File: config.mk
export PLATFORM = sky130hd
export DESIGN_NAME = c3rgb_outq
export DESIGN_NICKNAME = d
export VERILOG_FILES = /design/src/rtl/c3rgb_pkg.sv /design/src/rtl/c3rgb_outq.sv
export SDC_FILE = /design/constraint.sdc
export NUM_CORES = 1
export LEC_CHECK = 0
export BUFFER_PORTS_ARGS = -buffer_cell sky130_fd_sc_hd__buf_2
export CORE_MARGIN = 2
export CORE_UTILIZATION = 35
export CTS_CLUSTER_SIZE = 28
export DETAILED_ROUTE_END_ITERATION = 10
export PLACE_DENSITY = 0.51
export SLEW_MARGIN = 20
export SYNTH_ARGS = -nofsm -noshare
export SYNTH_HDL_FRONTEND = slang
export SYNTH_SLANG_ARGS = --single-unit
File: constraint.sdc
create_clock -name clock -period 5.9 [get_ports clock]
set_input_delay 1.18 -clock clock [delete_from_list [all_inputs] [get_ports clock]]
set_output_delay 1.18 -clock clock [all_outputs]
set_load 0.02 [all_outputs]
File: src/rtl/c3rgb_pkg.sv
package c3rgb_pkg;

   // field widths of the stream words
   localparam int CH_W      = 8;
   localparam int PIX_W     = 3 * CH_W;
   localparam int ROW_OUT_W = 12;
   localparam int COL_OUT_W = 11;
   localparam int CFG_W     = 12;

   // parameter defaults
   localparam int MAX_WIDTH_DEF = 2048;
   localparam int MAX_ROWS_DEF  = 4096;

   // row_width after reset
   localparam logic [CFG_W-1:0] ROW_WIDTH_RST = CFG_W'(640);

   // output queue sizing
   localparam int OUTQ_DEPTH = 3;
   localparam int OUTQ_PTR_W = $clog2(OUTQ_DEPTH);
   localparam int OUTQ_CNT_W = $clog2(OUTQ_DEPTH + 1);

   // one result word
   typedef struct packed {
      logic [CH_W-1:0]      blue;
      logic [CH_W-1:0]      green;
      logic [CH_W-1:0]      red;
      logic [ROW_OUT_W-1:0] row;
      logic [COL_OUT_W-1:0] column;
   } rsp_word_type;

endpackage

File: src/rtl/c3rgb_outq.sv
module c3rgb_outq (
   input  logic                                clock,
   input  logic                                reset,
   input  logic                                push,
   input  c3rgb_pkg::rsp_word_type             push_word,
   output logic                                out_valid,
   input  logic                                out_stall,
   output c3rgb_pkg::rsp_word_type             out_word,
   output logic [c3rgb_pkg::OUTQ_CNT_W-1:0]    count
);

   localparam int PTR_W = c3rgb_pkg::OUTQ_PTR_W;
   localparam int CNT_W = c3rgb_pkg::OUTQ_CNT_W;
   localparam logic [PTR_W-1:0] PTR_LAST = PTR_W'(c3rgb_pkg::OUTQ_DEPTH - 1);

   c3rgb_pkg::rsp_word_type entry_ff [c3rgb_pkg::OUTQ_DEPTH];
   logic [PTR_W-1:0] wr_ptr_ff, wr_ptr_in;
   logic [PTR_W-1:0] rd_ptr_ff, rd_ptr_in;
   logic [CNT_W-1:0] count_ff, count_in;
   logic             pop;

   assign out_valid = (count_ff != '0);
   assign out_word  = entry_ff[rd_ptr_ff];
   assign count     = count_ff;
   assign pop       = out_valid && !out_stall;

   // pointer and fill bookkeeping
   always_comb begin
      wr_ptr_in = wr_ptr_ff;
      rd_ptr_in = rd_ptr_ff;
      count_in  = count_ff;
      if (push) begin
         wr_ptr_in = (wr_ptr_ff == PTR_LAST) ? '0 : wr_ptr_ff + PTR_W'(1);
      end
      if (pop) begin
         rd_ptr_in = (rd_ptr_ff == PTR_LAST) ? '0 : rd_ptr_ff + PTR_W'(1);
      end
      if (push && !pop) begin
         count_in = count_ff + CNT_W'(1);
      end else if (pop && !push) begin
         count_in = count_ff - CNT_W'(1);
      end
   end

   always_ff @(posedge clock) begin
      if (reset) begin
         wr_ptr_ff <= '0;
         rd_ptr_ff <= '0;
         count_ff  <= '0;
      end else begin
         wr_ptr_ff <= wr_ptr_in;
         rd_ptr_ff <= rd_ptr_in;
         count_ff  <= count_in;
      end
   end

   // storage, no reset needed
   always_ff @(posedge clock) begin
      if (push) begin
         entry_ff[wr_ptr_ff] <= push_word;
      end
   end

endmodule

## Word level (Yosys, flattened, before mapping)

Memory sizes are Yosys's and may differ from the RTL's. A register that Yosys moved wholly into a read port is not among the register bits.
Cells that the tools add are included.

- RAM bits: 141
- Word-level logic and storage cells: 26
- Bits of input ports: 51
- Memories kept: 1
- Register bits: 6

- Add/subtract/negate cells: 4
- Reductions and logical operators: 8
- Muxes and demuxes: 8
- Equal/unequal tests: 2

Memories:

| memory | words | bits a word | rd ports | clocked after Yosys merged registers in | wr ports | RTL line | text |
|---|---|---|---|---|---|---|---|
| entry_ff | 3 | 47 | 1 | 1 | 1 | c3rgb_outq.sv:16 | `c3rgb_pkg::rsp_word_type entry_ff [c3rgb_pkg::OUTQ_DEPTH];` |

Operators with widths:

| operator | number |
|---|---|
| 2-to-1 mux 2 bit | 6 |
| adder 2 x 1 -> 2 bit, second input constant | 3 |
| equality test 2 bit, second input constant | 2 |
| nonzero test 2 bit | 2 |
| logical AND 1 bit | 3 |
| logical NOT 1 bit | 3 |
| 2-to-1 mux 1 bit | 2 |
| subtractor 2 x 1 -> 2 bit, second input constant | 1 |

## Logic depth before layout (Yosys ltp)

Gate-level depths: netlist of run 1.

- Depth in word-level cells: 5
- Depth in mapped cells: 5
- Mapped depth without buffers: 5

## Worst setup path before layout of run 1

Ideal clock, no wire load.

- Path kind: input port to flip-flop
- From: input port push
- To: memory entry_ff[0][0] (netlist name) (enable)
- Data arrival time: 4.661 ns
- Stages: 1
- Setup time: 0.522 ns
- Slack: 0.717 ns
- Cell sequence: nor3b_1

- Word-level cells in the longest chain between the ends: 2

RTL lines:

| what | RTL line | text |
|---|---|---|
| start: declaration | c3rgb_outq.sv:4 | `input logic push,` |
| 2-to-1 mux 1 bit | c3rgb_outq.sv:59 | `if (push) begin` |
| 2-to-1 mux 1 bit (not written as such) | c3rgb_outq.sv:60 | `entry_ff[wr_ptr_ff] <= push_word;` |
| end: declaration | c3rgb_outq.sv:16 |  |

No other way between the ends.

==> metrics.txt, run 1 <==
# TYPE chip_impl_metric gauge
chip_impl_metric{name="areaGrowthSynthToFinish",unit="%"} 22.3
chip_impl_metric{name="slew_violations",unit=""} 0
chip_impl_metric{name="worstSkewPairLatency",unit="ns"} 0.41
chip_impl_metric{name="clock.fmax",unit="GHz"} 0.319
chip_impl_metric{name="die_area",unit="µm²"} 16800
chip_impl_metric{name="post_cts.repair.setup_buffers",unit=""} 0
chip_impl_info{name="crit-reg2reg-launch",value="wr_ptr_ff[1]$_SDFFE_PP0P_"} 1
chip_impl_metric{name="cts_repair_resize_count",unit=""} 0
chip_impl_metric{name="ant_nets",unit=""} 0
chip_impl_metric{name="htreeDepth",unit=""} 4
chip_impl_metric{name="synthDistinctLibCells",unit=""} 23
chip_impl_metric{name="fillCellCount",unit=""} 1419
chip_impl_metric{name="routed_wl",unit="mm"} 10.3
chip_impl_metric{name="cp_data_arrival_time",unit="ns"} 1.95
chip_impl_metric{name="netlist_area",unit="µm²"} 5520
chip_impl_info{name="cts_tree",value="done"} 1
chip_impl_metric{name="die_h",unit="µm"} 130
chip_impl_metric{name="grt_first_pass_wirelength",unit="mm"} 15.7
chip_impl_metric{name="worst_slew_margin_rel",unit=""} 0.374
chip_impl_metric{name="drv_cap",unit=""} 0
chip_impl_metric{name="timing.final.ws_setup",unit="ns"} 2.77
chip_impl_metric{name="top_level_ports",unit=""} 101
chip_impl_metric{name="rr_worst_depth",unit=""} 3
chip_impl_metric{name="min_path_cells",unit=""} 2
chip_impl_metric{name="multi_input_comb_area",unit="µm²"} 1050
chip_impl_metric{name="critical_path.n_buffers_inverters",unit=""} 1
chip_impl_metric{name="finalNetCount",unit=""} 489
chip_impl_metric{name="cts-hold-fix-buffers",unit=""} 0
chip_impl_metric{name="grt_util_all_layers",unit=""} 0.129
chip_impl_metric{name="dieWidth",unit="µm"} 130
chip_impl_metric{name="route.detailed.vias_per_inst",unit=""} 4.48
chip_impl_metric{name="reg2reg_slack",unit="ns"} 4.28
chip_impl_metric{name="cts_sinks",unit=""} 149
chip_impl_metric{name="yosysWarningCount",unit=""} 0
chip_impl_info{name="cp_cell_sequence",value="mux2i_1 -> o21ai_1 -> buf_2"} 1
chip_impl_metric{name="leakagePower",unit="nW"} 2.31
chip_impl_metric{name="post-route-min-period",unit="ns"} 3.13
chip_impl_metric{name="dp.final_hpwl",unit="mm"} 5.84
chip_impl_info{name="criticalPathCategory",value="flip-flop to output pin"} 1
chip_impl_metric{name="core_area",unit="µm²"} 15300
chip_impl_metric{name="clock_tree.buffer_depth",unit=""} 2
chip_impl_metric{name="sequential_cell_area",unit="µm²"} 4400
chip_impl_metric{name="placementRows",unit=""} 45
chip_impl_info{name="run_status",value="completed"} 1
chip_impl_metric{name="dr_total_vias",unit=""} 2969
chip_impl_metric{name="grt.overflow.total",unit=""} 0
chip_impl_metric{name="power_density",unit="nW/µm²"} 400
chip_impl_info{name="end_kind",value="output pin"} 1
chip_impl_metric{name="timing.critical_path.required",unit="ns"} 4.72
chip_impl_metric{name="cts_buffers",unit=""} 17
chip_impl_metric{name="drt-initial-drc-count",unit=""} 204
chip_impl_metric{name="critical_path_depth",unit=""} 3
chip_impl_info{name="hold_path_class",value="flip-flop to flip-flop"} 1
chip_impl_metric{name="synth_cells",unit=""} 330
chip_impl_metric{name="antenna_found_initial",unit=""} 2
chip_impl_metric{name="worst_slew_pin_slew",unit="ns"} 0.940
chip_impl_info{name="worstReg2RegEnd",value="entry_ff[2][15]$_DFFE_PP_"} 1
chip_impl_metric{name="numPortBuffers",unit=""} 100
chip_impl_metric{name="synth_seq_cells",unit=""} 149
chip_impl_metric{name="initial_core_util",unit=""} 0.360
chip_impl_info{name="clk_root_buffer_cell",value="clkbuf_16"} 1
chip_impl_info{name="crit_family",value="flip-flops"} 1
chip_impl_metric{name="hold_viol",unit=""} 0
chip_impl_info{name="slowest_stage",value="dfxtp_4"} 1
chip_impl_metric{name="cts.reportedPaths.clkPinSlew",unit="ns"} 0.05
chip_impl_metric{name="routed_wire_length_per_instance",unit="µm"} 15.5
chip_impl_metric{name="peakVddDrop",unit="mV"} 0.303
chip_impl_metric{name="first_global_vias",unit=""} 2971
chip_impl_metric{name="setup_total_negative_slack",unit="ns"} 0
chip_impl_metric{name="dp_slack",unit="ns"} 3.15
chip_impl_metric{name="setup_viol",unit=""} 0
chip_impl_metric{name="synth.net_count",unit=""} 382
chip_impl_metric{name="globalplace.congestion",unit=""} 0.685
chip_impl_info{name="unrepaired_setup_endpoints_after_global_routing",value="no"} 1
chip_impl_info{name="timing.hold.worst.start",value="rd_ptr_ff[0]$_SDFFE_PP0P_"} 1
chip_impl_metric{name="drive_above_1_share",unit=""} 0.300
chip_impl_metric{name="worst_path_largest_cell_delay",unit="ns"} 0.93
chip_impl_metric{name="drt_first_pass_iters",unit=""} 5
chip_impl_metric{name="post-route-drc-count",unit=""} 0
chip_impl_metric{name="final.setup_skew",unit="ns"} 0.00541
chip_impl_metric{name="avgSynthCellArea",unit="µm²"} 16.7
chip_impl_metric{name="crit_path_max_fanout",unit=""} 47
chip_impl_info{name="startpoint_type",value="flip-flop"} 1
chip_impl_metric{name="proportion_of_synthesized_chip_area_in_sequential_cells",unit=""} 0.797
chip_impl_metric{name="grt_max_degree",unit=""} 95
chip_impl_metric{name="final_min_period_over_clock_period",unit=""} 0.531
## Yosys cell counts (all sizes together)
master,number,area (µm²)
xor2,2,17.5
ha,1,12.5
or3b,1,8.76
dfxtp,8,160
edfxtp,141,4230
clkbuf,5,18.8
nand2,51,191
a21oi,4,23.8
mux2i,47,470
o21bai,1,11.3
o21ai,48,240
nor2,5,18.8
buf,10,66.3
or2,1,6.26
or3,2,12.5
nor3b,1,7.51
inv,1,3.75
mux2,1,11.3
## flip-flops by register name, summed over array words and instances (netlist names), named ones only
signal	count
entry_ff	141
count	2
rd_ptr_ff	2
wr_ptr_ff	2
## metal layers
layer | vias to the layer above | GRT usage | wire length, µm
met1 | 1415 | 0.162 | 4670
met3 | 8 | 0.0611 | 735
met4 | 2 | 0.0474 | 62
met5 | - | 0 | 13
li1 | 1460 | - | -
met2 | 84 | 0.195 | 4790
## cell usage in the layout, fill, tap and decap left out, types with 3 or more instances in the layout
| cell type | count |
|---|---|
| mux2i_1 | 47 |
| a21oi_1 | 3 |
| dfxtp_1 | 6 |
| clkinv_1 | 6 |
| nand2_1 | 51 |
| edfxtp_1 | 141 |
| nor2_1 | 3 |
| clkbuf_16 | 17 |
| o21ai_1 | 47 |
| buf_4 | 3 |
| clkinv_2 | 4 |
| buf_2 | 100 |
## through the flow
stage	std cells	instance area [µm²]	hold slack (ns)	utilization	power, mW
after CTS	661	6750	0.484	0.440	2.75
after global routing	661	6750	0.515	0.440	2.84
after detailed placement	629	6240	0.476	0.408	1.83
after global placement	629	6240	0.456	0.408	1.83
final	662	6750	0.473	0.441	2.70
after floorplan	330	5520	0.446	-	1.66
## cell families after synthesis
logic type | Yosys count | share of synthesized area
simple gates | 61 | 0.0445
compound gates | 53 | 0.0499
fa+ha+maj | 1 | 0.00227
buf+inv | 16 | 0.0161
xor+xnor | 2 | 0.00318
flops | 149 | 0.797
mux | 48 | 0.0873
## worst register-to-register path: cells and delay by family (launching register included)
family	cells	cell delay, ns
buf+inv	1	0.58
flops	1	0.43
simple gates	2	0.22
## power breakdown
| group | internal (mW) | total [mW] | leakage (nW) | switching (mW) |
|---|---|---|---|---|
| combinational | 0.197 | 0.481 | 0.691 | 0.284 |
| clock | 0.525 | 0.902 | 0.245 | 0.377 |
| sequential | 1.22 | 1.32 | 1.37 | 0.0961 |
| total | 1.94 | 2.70 | 2.31 | 0.757 |
## cell type report
type                    instances  area share
diodes                          1    0.000371
clock buffers                  19      0.0642
clock inverters                13      0.0100
inverters                       1    0.000556
multi-input cells             165       0.156
flip-flops and latches        149       0.652
well taps                     211      0.0391
repair buffers                103      0.0775
## how the worst max path moves through the flow
stage                                     endpoint  startpoint
after floorplan           entry_ff[0][0]$_DFFE_PP_        push
after detailed placement              out_word[29]   flip-flop
after CTS                             out_word[29]   flip-flop
final                                 out_word[40]   flip-flop
after global placement                out_word[29]   flip-flop
after global routing                  out_word[13]   flip-flop
No activity file was read; power rests on OpenSTA's default activity.
==> run 2, diff against run 1 <==
--- a/config.mk
+++ b/config.mk
@@ -5,12 +5,13 @@
 export SDC_FILE = /design/constraint.sdc
 export NUM_CORES = 1
 export LEC_CHECK = 0
+export ABC_AREA = 1
 export BUFFER_PORTS_ARGS = -buffer_cell sky130_fd_sc_hd__buf_2
 export CORE_MARGIN = 2
 export CORE_UTILIZATION = 35
 export CTS_CLUSTER_SIZE = 28
 export DETAILED_ROUTE_END_ITERATION = 10
-export PLACE_DENSITY = 0.51
+export PLACE_DENSITY = 0.53
 export SLEW_MARGIN = 20
 export SYNTH_ARGS = -nofsm -noshare
 export SYNTH_HDL_FRONTEND = slang
==> constraint.sdc (replaced) <==
create_clock -name clock -period 2.8 [get_ports clock]
set_input_delay 0.56 -clock clock [delete_from_list [all_inputs] [get_ports clock]]
set_output_delay 0.56 -clock clock [all_outputs]
set_load 0.02 [all_outputs]
==> metrics.txt, run 2 <==
# TYPE chip_impl_metric gauge
chip_impl_metric{name="cts.reportedPaths.clkPinSlew",unit="ns"} 0.06
chip_impl_metric{name="setup_viol",unit=""} 0
chip_impl_metric{name="cts_buffers",unit=""} 17
chip_impl_metric{name="first_global_vias",unit=""} 3610
chip_impl_metric{name="power.clock.fraction",unit=""} 0.372
chip_impl_metric{name="power_density",unit="nW/µm²"} 829
chip_impl_metric{name="initial_core_util",unit=""} 0.354
chip_impl_metric{name="asyncSetResetFlopFracSynth",unit=""} 0
chip_impl_metric{name="proportion_of_synthesized_chip_area_in_sequential_cells",unit=""} 0.753
chip_impl_metric{name="intPower",unit="mW"} 4.30
chip_impl_metric{name="areaGrowthSynthToFinish",unit="%"} 22.2
chip_impl_metric{name="drive_above_1_share",unit=""} 0.403
chip_impl_metric{name="antenna_found_initial",unit=""} 1
chip_impl_metric{name="met2_usage",unit=""} 0.244
chip_impl_metric{name="synth_cells",unit=""} 401
chip_impl_metric{name="synth_seq_cells",unit=""} 149
chip_impl_metric{name="power.share.switching",unit=""} 0.272
chip_impl_metric{name="yosysWarningCount",unit=""} 0
chip_impl_metric{name="final.setup_skew",unit="ns"} 0.00840
chip_impl_metric{name="fillCellCount",unit=""} 1535
chip_impl_metric{name="placementRows",unit=""} 47
chip_impl_metric{name="drt-initial-drc-count",unit=""} 136
chip_impl_metric{name="synth.net_count",unit=""} 453
chip_impl_metric{name="worstSkewPairLatency",unit="ns"} 0.42
chip_impl_info{name="most_flop_heavy_register",value="entry_ff"} 1
chip_impl_metric{name="core_area",unit="µm²"} 16500
chip_impl_info{name="startpoint_type",value="flip-flop"} 1
chip_impl_info{name="end_kind",value="output pin"} 1
chip_impl_metric{name="share_seq_of_total_power",unit=""} 0.439
chip_impl_metric{name="worst_slew_pin_slew",unit="ns"} 0.768
chip_impl_metric{name="post-route-drc-count",unit=""} 0
chip_impl_metric{name="netlist_area",unit="µm²"} 5840
chip_impl_info{name="run_status",value="completed"} 1
chip_impl_metric{name="route.detailed.vias_per_inst",unit=""} 4.62
chip_impl_metric{name="dieWidth",unit="µm"} 133
chip_impl_info{name="grt_busiest_layer",value="met2"} 1
chip_impl_info{name="final_cell_mix",value="edfxtp_1 (141), buf_2 (100), a21oi_2 (62), nand2_1 (59), nor2_1 (52)"} 1
chip_impl_metric{name="grt_max_degree",unit=""} 48
chip_impl_info{name="final_common_cell",value="edfxtp_1"} 1
chip_impl_metric{name="dp.final_hpwl",unit="mm"} 7.16
chip_impl_metric{name="dr_total_vias",unit=""} 3439
chip_impl_metric{name="groute.layer.met3.usage",unit=""} 0.0426
chip_impl_metric{name="post_cts.repair.setup_buffers",unit=""} 0
chip_impl_metric{name="postLayoutCoreUtil",unit=""} 0.433
chip_impl_metric{name="leakagePower",unit="nW"} 2.66
chip_impl_metric{name="crit_path_max_fanout",unit=""} 47
chip_impl_metric{name="cts-hold-fix-buffers",unit=""} 0
chip_impl_metric{name="routed_wire_length_per_instance",unit="µm"} 16.4
chip_impl_metric{name="routed_wl",unit="mm"} 12.2
chip_impl_info{name="netlist_top_cells_count",value="edfxtp_1 (141), a21oi_2 (62), nand2_1 (59)"} 1
chip_impl_metric{name="grt.overflow.total",unit=""} 0
chip_impl_metric{name="finalNetCount",unit=""} 563
chip_impl_metric{name="power.combinational.fraction",unit=""} 0.189
chip_impl_metric{name="grt_first_pass_wirelength",unit="mm"} 19.0
chip_impl_metric{name="grt_util_all_layers",unit=""} 0.144
chip_impl_metric{name="cp_data_arrival_time",unit="ns"} 1.85
chip_impl_info{name="criticalPathCategory",value="flip-flop to output pin"} 1
chip_impl_metric{name="hold_viol",unit=""} 0
chip_impl_info{name="unrepaired_setup_endpoints_after_global_routing",value="no"} 1
chip_impl_metric{name="synthDistinctLibCells",unit=""} 18
chip_impl_metric{name="clock.fmax",unit="GHz"} 0.415
chip_impl_metric{name="total_switching_power",unit="mW"} 1.61
chip_impl_metric{name="htreeDepth",unit=""} 4
chip_impl_info{name="cts_tree",value="done"} 1
chip_impl_metric{name="peakVddDrop",unit="mV"} 0.470
chip_impl_metric{name="globalplace.congestion",unit=""} 0.699
chip_impl_metric{name="die_h",unit="µm"} 133
chip_impl_metric{name="worst_slew_margin_rel",unit=""} 0.488
chip_impl_metric{name="top_level_ports",unit=""} 101
chip_impl_info{name="crit-reg2reg-launch",value="wr_ptr_ff[1]$_SDFFE_PP0P_"} 1
chip_impl_metric{name="synth_enable_flop_cells",unit=""} 141
chip_impl_metric{name="largest_register_ff_count",unit=""} 141
chip_impl_metric{name="numPortBuffers",unit=""} 100
chip_impl_metric{name="post-route-min-period",unit="ns"} 2.41
chip_impl_metric{name="drv_cap",unit=""} 0
chip_impl_metric{name="cts_repair_resize_count",unit=""} 0
chip_impl_info{name="synthFlopType",value="edfxtp_1"} 1
chip_impl_metric{name="avgSynthCellArea",unit="µm²"} 14.6
chip_impl_info{name="timing.hold.worst.start",value="reset"} 1
chip_impl_info{name="synth_top_cells_by_area",value="edfxtp_1 (73%), a21oi_2 (9.3%), nand2_1 (3.8%)"} 1
chip_impl_metric{name="drt_first_pass_iters",unit=""} 4
chip_impl_metric{name="hold_ws",unit="ns"} 0.335
chip_impl_metric{name="clock_tree.buffer_depth",unit=""} 2
chip_impl_metric{name="final_min_period_over_clock_period",unit=""} 0.861
chip_impl_metric{name="cts_sinks",unit=""} 149
chip_impl_info{name="clk_root_buffer_cell",value="clkbuf_16"} 1
chip_impl_metric{name="ant_nets",unit=""} 0
chip_impl_metric{name="die_area",unit="µm²"} 17700
chip_impl_info{name="hold_path_class",value="primary input to flip-flop"} 1
chip_impl_metric{name="slew_violations",unit=""} 0
chip_impl_metric{name="timing.critical_path.required",unit="ns"} 2.24
chip_impl_metric{name="grt_met1_usage",unit=""} 0.171
chip_impl_metric{name="reg2reg_slack",unit="ns"} 1.23
chip_impl_info{name="yosysTopAreaCell",value="edfxtp_1"} 1
chip_impl_metric{name="setup_total_negative_slack",unit="ns"} 0
chip_impl_metric{name="synth_largest_type_area_fraction",unit=""} 0.725
chip_impl_info{name="post-synth-top-count-cell",value="edfxtp_1"} 1
==> run 2: cell count changes in the layout (fill, tap and decap cells not counted), sizes merged, moves of 2 or more <==
cell and delta:
a21oi +94, xor2 -2, clkinv -7, clkbuf +4, mux2i -47, o21ai -47, nor2 +47, nand2 +8
buf +8, or3 -2, bufinv +2, nand3 +3, inv +14
==> run 2: layer usage <==
metal,up-vias,share of wire
met1,1682,0.45
met5,-,0
met3,15,0.042
met2,84,0.49
met4,0,0.020
li1,1658,-
==> run 2: kinds of logic (layout without fill, tap and decap cells) <==
| family | count (synthesis) | after routing | share of synthesized area |
|---|---|---|---|
| fa+ha+maj | 1 | 1 | 0.00214 |
| other cells | 0 | 1 | 0 |
| buf+inv | 35 | 158 | 0.0433 |
| flops | 149 | 149 | 0.753 |
| simple gates | 117 | 117 | 0.0770 |
| compound gates | 99 | 99 | 0.125 |
==> run 2: worst paths after layout <==
path | endpoint | cells past startpoint
worst max-delay path | out_word[6] | 4
worst min-delay path | wr_ptr_ff[0]$_SDFFE_PP0P_ | 2
worst max register to register | entry_ff[1][32]$_DFFE_PP_ | 4
worst min register to register | wr_ptr_ff[1]$_SDFFE_PP0P_ | 2
==> run 2: layout make-up <==
cell class              instances  area, µm²  share of cell area
multi-input cells             217       1200               0.168
diodes                          1       2.50            0.000351
well taps                     220        275              0.0386
inverters                      15       56.3             0.00789
clock inverters                 9        104              0.0146
repair buffers                111        621              0.0870
clock buffers                  23        478              0.0670
flip-flops and latches        149       4400               0.616
==> run 2: worst max-delay path, cell delays in order (launching register included) <==
cell     delay (ns)
dfxtp_2        0.33
buf_4          0.61
a21oi_1        0.08
a21oi_1        0.21
buf_2          0.20
==> run 2: through the flow <==
step | setup WS, ns | instance area [µm²] | power [mW] | std cells
after CTS | 0.331 | 7130 | 5.99 | 744
after detailed placement | 0.790 | 6550 | 3.78 | 712
after global routing | 0.222 | 7130 | 6.16 | 744
after global placement | 0.796 | 6550 | 3.77 | 712
after floorplan | 0.631 | 5850 | 3.44 | 401
final | 0.390 | 7130 | 5.91 | 745
==> run 2: power by group through the flow <==
stage	clock, mW	sequential [mW]	combinational [mW]
final	2.20	2.59	1.12
after CTS	2.25	2.59	1.15
after global routing	2.33	2.60	1.23
after floorplan	0	2.64	0.795
after global placement	0	2.63	1.13
after detailed placement	0	2.64	1.14
==> run 3, diff against run 2 <==
--- a/config.mk
+++ b/config.mk
@@ -5,7 +5,7 @@
 export SDC_FILE = /design/constraint.sdc
 export NUM_CORES = 1
 export LEC_CHECK = 0
-export ABC_AREA = 1
+export ABC_AREA = 0
 export BUFFER_PORTS_ARGS = -buffer_cell sky130_fd_sc_hd__buf_2
 export CORE_MARGIN = 2
 export CORE_UTILIZATION = 35
==> metrics.txt, run 3 (same netlist as run 1, synthesis figures left out) <==
# TYPE chip_impl_metric gauge
chip_impl_metric{name="postLayoutCoreUtil",unit=""} 0.458
chip_impl_metric{name="met2_usage",unit=""} 0.211
chip_impl_metric{name="worst_slew_pin_slew",unit="ns"} 0.586
chip_impl_metric{name="drt_first_pass_iters",unit=""} 4
chip_impl_metric{name="cts_sinks",unit=""} 149
chip_impl_metric{name="fillCellCount",unit=""} 1402
chip_impl_metric{name="groute.layer.met3.usage",unit=""} 0.0524
chip_impl_info{name="end_kind",value="output pin"} 1
chip_impl_metric{name="final.setup_skew",unit="ns"} 0.00715
chip_impl_metric{name="dr_total_vias",unit=""} 3072
chip_impl_metric{name="worst_slew_margin_rel",unit=""} 0.609
chip_impl_metric{name="power_density",unit="nW/µm²"} 896
chip_impl_info{name="most_flop_heavy_register",value="entry_ff"} 1
chip_impl_metric{name="clock.fmax",unit="GHz"} 0.420
chip_impl_metric{name="drv_cap",unit=""} 0
chip_impl_metric{name="leakagePower",unit="nW"} 2.43
chip_impl_metric{name="multi_input_comb_area",unit="µm²"} 1060
chip_impl_info{name="slowest_stage",value="dfxtp_4"} 1
chip_impl_info{name="cts_tree",value="done"} 1
chip_impl_metric{name="placementRows",unit=""} 45
chip_impl_metric{name="dieWidth",unit="µm"} 130
chip_impl_metric{name="cts.reportedPaths.clkPinSlew",unit="ns"} 0.06
chip_impl_metric{name="grt_first_pass_wirelength",unit="mm"} 16.0
chip_impl_metric{name="worstSkewPairLatency",unit="ns"} 0.42
chip_impl_metric{name="antenna_found_initial",unit=""} 1
chip_impl_metric{name="timing.critical_path.required",unit="ns"} 2.24
chip_impl_metric{name="areaGrowthSynthToFinish",unit="%"} 27.3
chip_impl_metric{name="drive_above_1_share",unit=""} 0.322
chip_impl_metric{name="htreeDepth",unit=""} 4
chip_impl_info{name="unrepaired_setup_endpoints_after_global_routing",value="no"} 1
chip_impl_metric{name="core_area",unit="µm²"} 15300
chip_impl_metric{name="ant_nets",unit=""} 0
chip_impl_info{name="run_status",value="completed"} 1
chip_impl_metric{name="route.detailed.vias_per_inst",unit=""} 4.60
chip_impl_metric{name="first_global_vias",unit=""} 3119
chip_impl_metric{name="numPortBuffers",unit=""} 100
chip_impl_info{name="crit_family",value="flip-flops"} 1
chip_impl_metric{name="routed_wire_length_per_instance",unit="µm"} 15.5
chip_impl_metric{name="grt_max_degree",unit=""} 61
chip_impl_metric{name="initial_core_util",unit=""} 0.360
chip_impl_metric{name="die_h",unit="µm"} 130
chip_impl_metric{name="cts-hold-fix-buffers",unit=""} 0
chip_impl_metric{name="grt_util_all_layers",unit=""} 0.131
chip_impl_metric{name="grt_met1_usage",unit=""} 0.160
chip_impl_info{name="cp_cell_sequence",value="buf_12 -> mux2i_1 -> o21ai_1 -> buf_2"} 1
chip_impl_metric{name="globalplace.congestion",unit=""} 0.682
chip_impl_metric{name="critical_path.n_buffers_inverters",unit=""} 2
chip_impl_metric{name="slew_violations",unit=""} 0
chip_impl_metric{name="hold_ws",unit="ns"} 0.348
chip_impl_metric{name="final_min_period_over_clock_period",unit=""} 0.851
chip_impl_metric{name="setup_viol",unit=""} 0
chip_impl_metric{name="clock_tree.buffer_depth",unit=""} 2
chip_impl_metric{name="hold_viol",unit=""} 0
chip_impl_metric{name="sequential_cell_area",unit="µm²"} 4400
chip_impl_metric{name="grt.overflow.total",unit=""} 0
chip_impl_metric{name="dp.final_hpwl",unit="mm"} 6.69
chip_impl_info{name="final_common_cell",value="edfxtp_1"} 1
chip_impl_metric{name="drt-initial-drc-count",unit=""} 175
chip_impl_metric{name="post_cts.repair.setup_buffers",unit=""} 0
chip_impl_metric{name="cp_data_arrival_time",unit="ns"} 1.82
chip_impl_metric{name="cts_buffers",unit=""} 17
chip_impl_metric{name="die_area",unit="µm²"} 16800
chip_impl_metric{name="top_level_ports",unit=""} 101
chip_impl_metric{name="peakVddDrop",unit="mV"} 0.442
chip_impl_metric{name="setup_total_negative_slack",unit="ns"} 0
chip_impl_info{name="startpoint_type",value="flip-flop"} 1
chip_impl_metric{name="cts_repair_resize_count",unit=""} 0
chip_impl_metric{name="post-route-drc-count",unit=""} 0
chip_impl_metric{name="crit_path_max_fanout",unit=""} 20
chip_impl_info{name="hold_path_class",value="primary input to flip-flop"} 1
chip_impl_info{name="criticalPathCategory",value="flip-flop to output pin"} 1
chip_impl_metric{name="post-route-min-period",unit="ns"} 2.38
chip_impl_metric{name="worst_path_largest_cell_delay",unit="ns"} 0.60
chip_impl_metric{name="ant_diodes",unit=""} 0
chip_impl_metric{name="largest_register_ff_count",unit=""} 141
chip_impl_metric{name="routed_wl",unit="mm"} 10.4
chip_impl_metric{name="finalNetCount",unit=""} 496
chip_impl_info{name="grt_busiest_layer",value="met2"} 1
chip_impl_info{name="clk_root_buffer_cell",value="clkbuf_16"} 1
chip_impl_info{name="final_cell_mix",value="edfxtp_1 (141), buf_2 (100), nand2_1 (51), mux2i_1 (47), o21ai_1 (47)"} 1
==> run 3: cell types whose count changed in the layout (fill, tap and decap cells not counted), sizes merged, moves of 8 or more <==
| cell | previous run | this run |
|---|---|---|
| nor2 | 52 | 5 |
| mux2i | 0 | 47 |
| o21ai | 1 | 48 |
| nand2 | 59 | 51 |
| inv | 15 | 1 |
| a21oi | 98 | 4 |
==> run 3: metal layers <==
metal  wire length (µm)  vias up
met5                 13        -
met4                153        2
met3                648       16
met2               4960       88
met1               4600     1488
li1                   -     1478
==> run 3: layout make-up <==
| type | count | area share |
|---|---|---|
| flip-flops and latches | 149 | 0.627 |
| multi-input cells | 165 | 0.151 |
| clock inverters | 9 | 0.0250 |
| well taps | 211 | 0.0376 |
| inverters | 1 | 0.000535 |
| clock buffers | 23 | 0.0681 |
| repair buffers | 110 | 0.0909 |
==> run 3: report_power, final <==
group / internal (mW) / switching [mW]
sequential: 2.57 / 0.116
clock: 1.65 / 0.814
combinational: 0.447 / 0.695
total: 4.67 / 1.62
==> run 3: through the flow <==
stage,setup slack (ns),total power [mW],instance area (µm²),instances
final,0.418,6.29,7020,668
after global routing,0.321,6.56,7020,668
after CTS,0.392,6.37,7020,668
after detailed placement,0.853,3.90,6370,636
after global placement,0.868,3.88,6370,636
after floorplan,0.538,3.48,5530,330
==> run 3: path summary, 6_finish.rpt <==
check                             from  slack [ns]                        end  cells past startpoint
min reg2reg  rd_ptr_ff[0]$_SDFFE_PP0P_        0.47                  flip-flop                      2
max                          flip-flop        0.42               out_word[25]                      4
max reg2reg  wr_ptr_ff[1]$_SDFFE_PP0P_        1.19  entry_ff[2][32]$_DFFE_PP_                      3
min                      push_word[22]        0.35  entry_ff[0][22]$_DFFE_PP_                      1
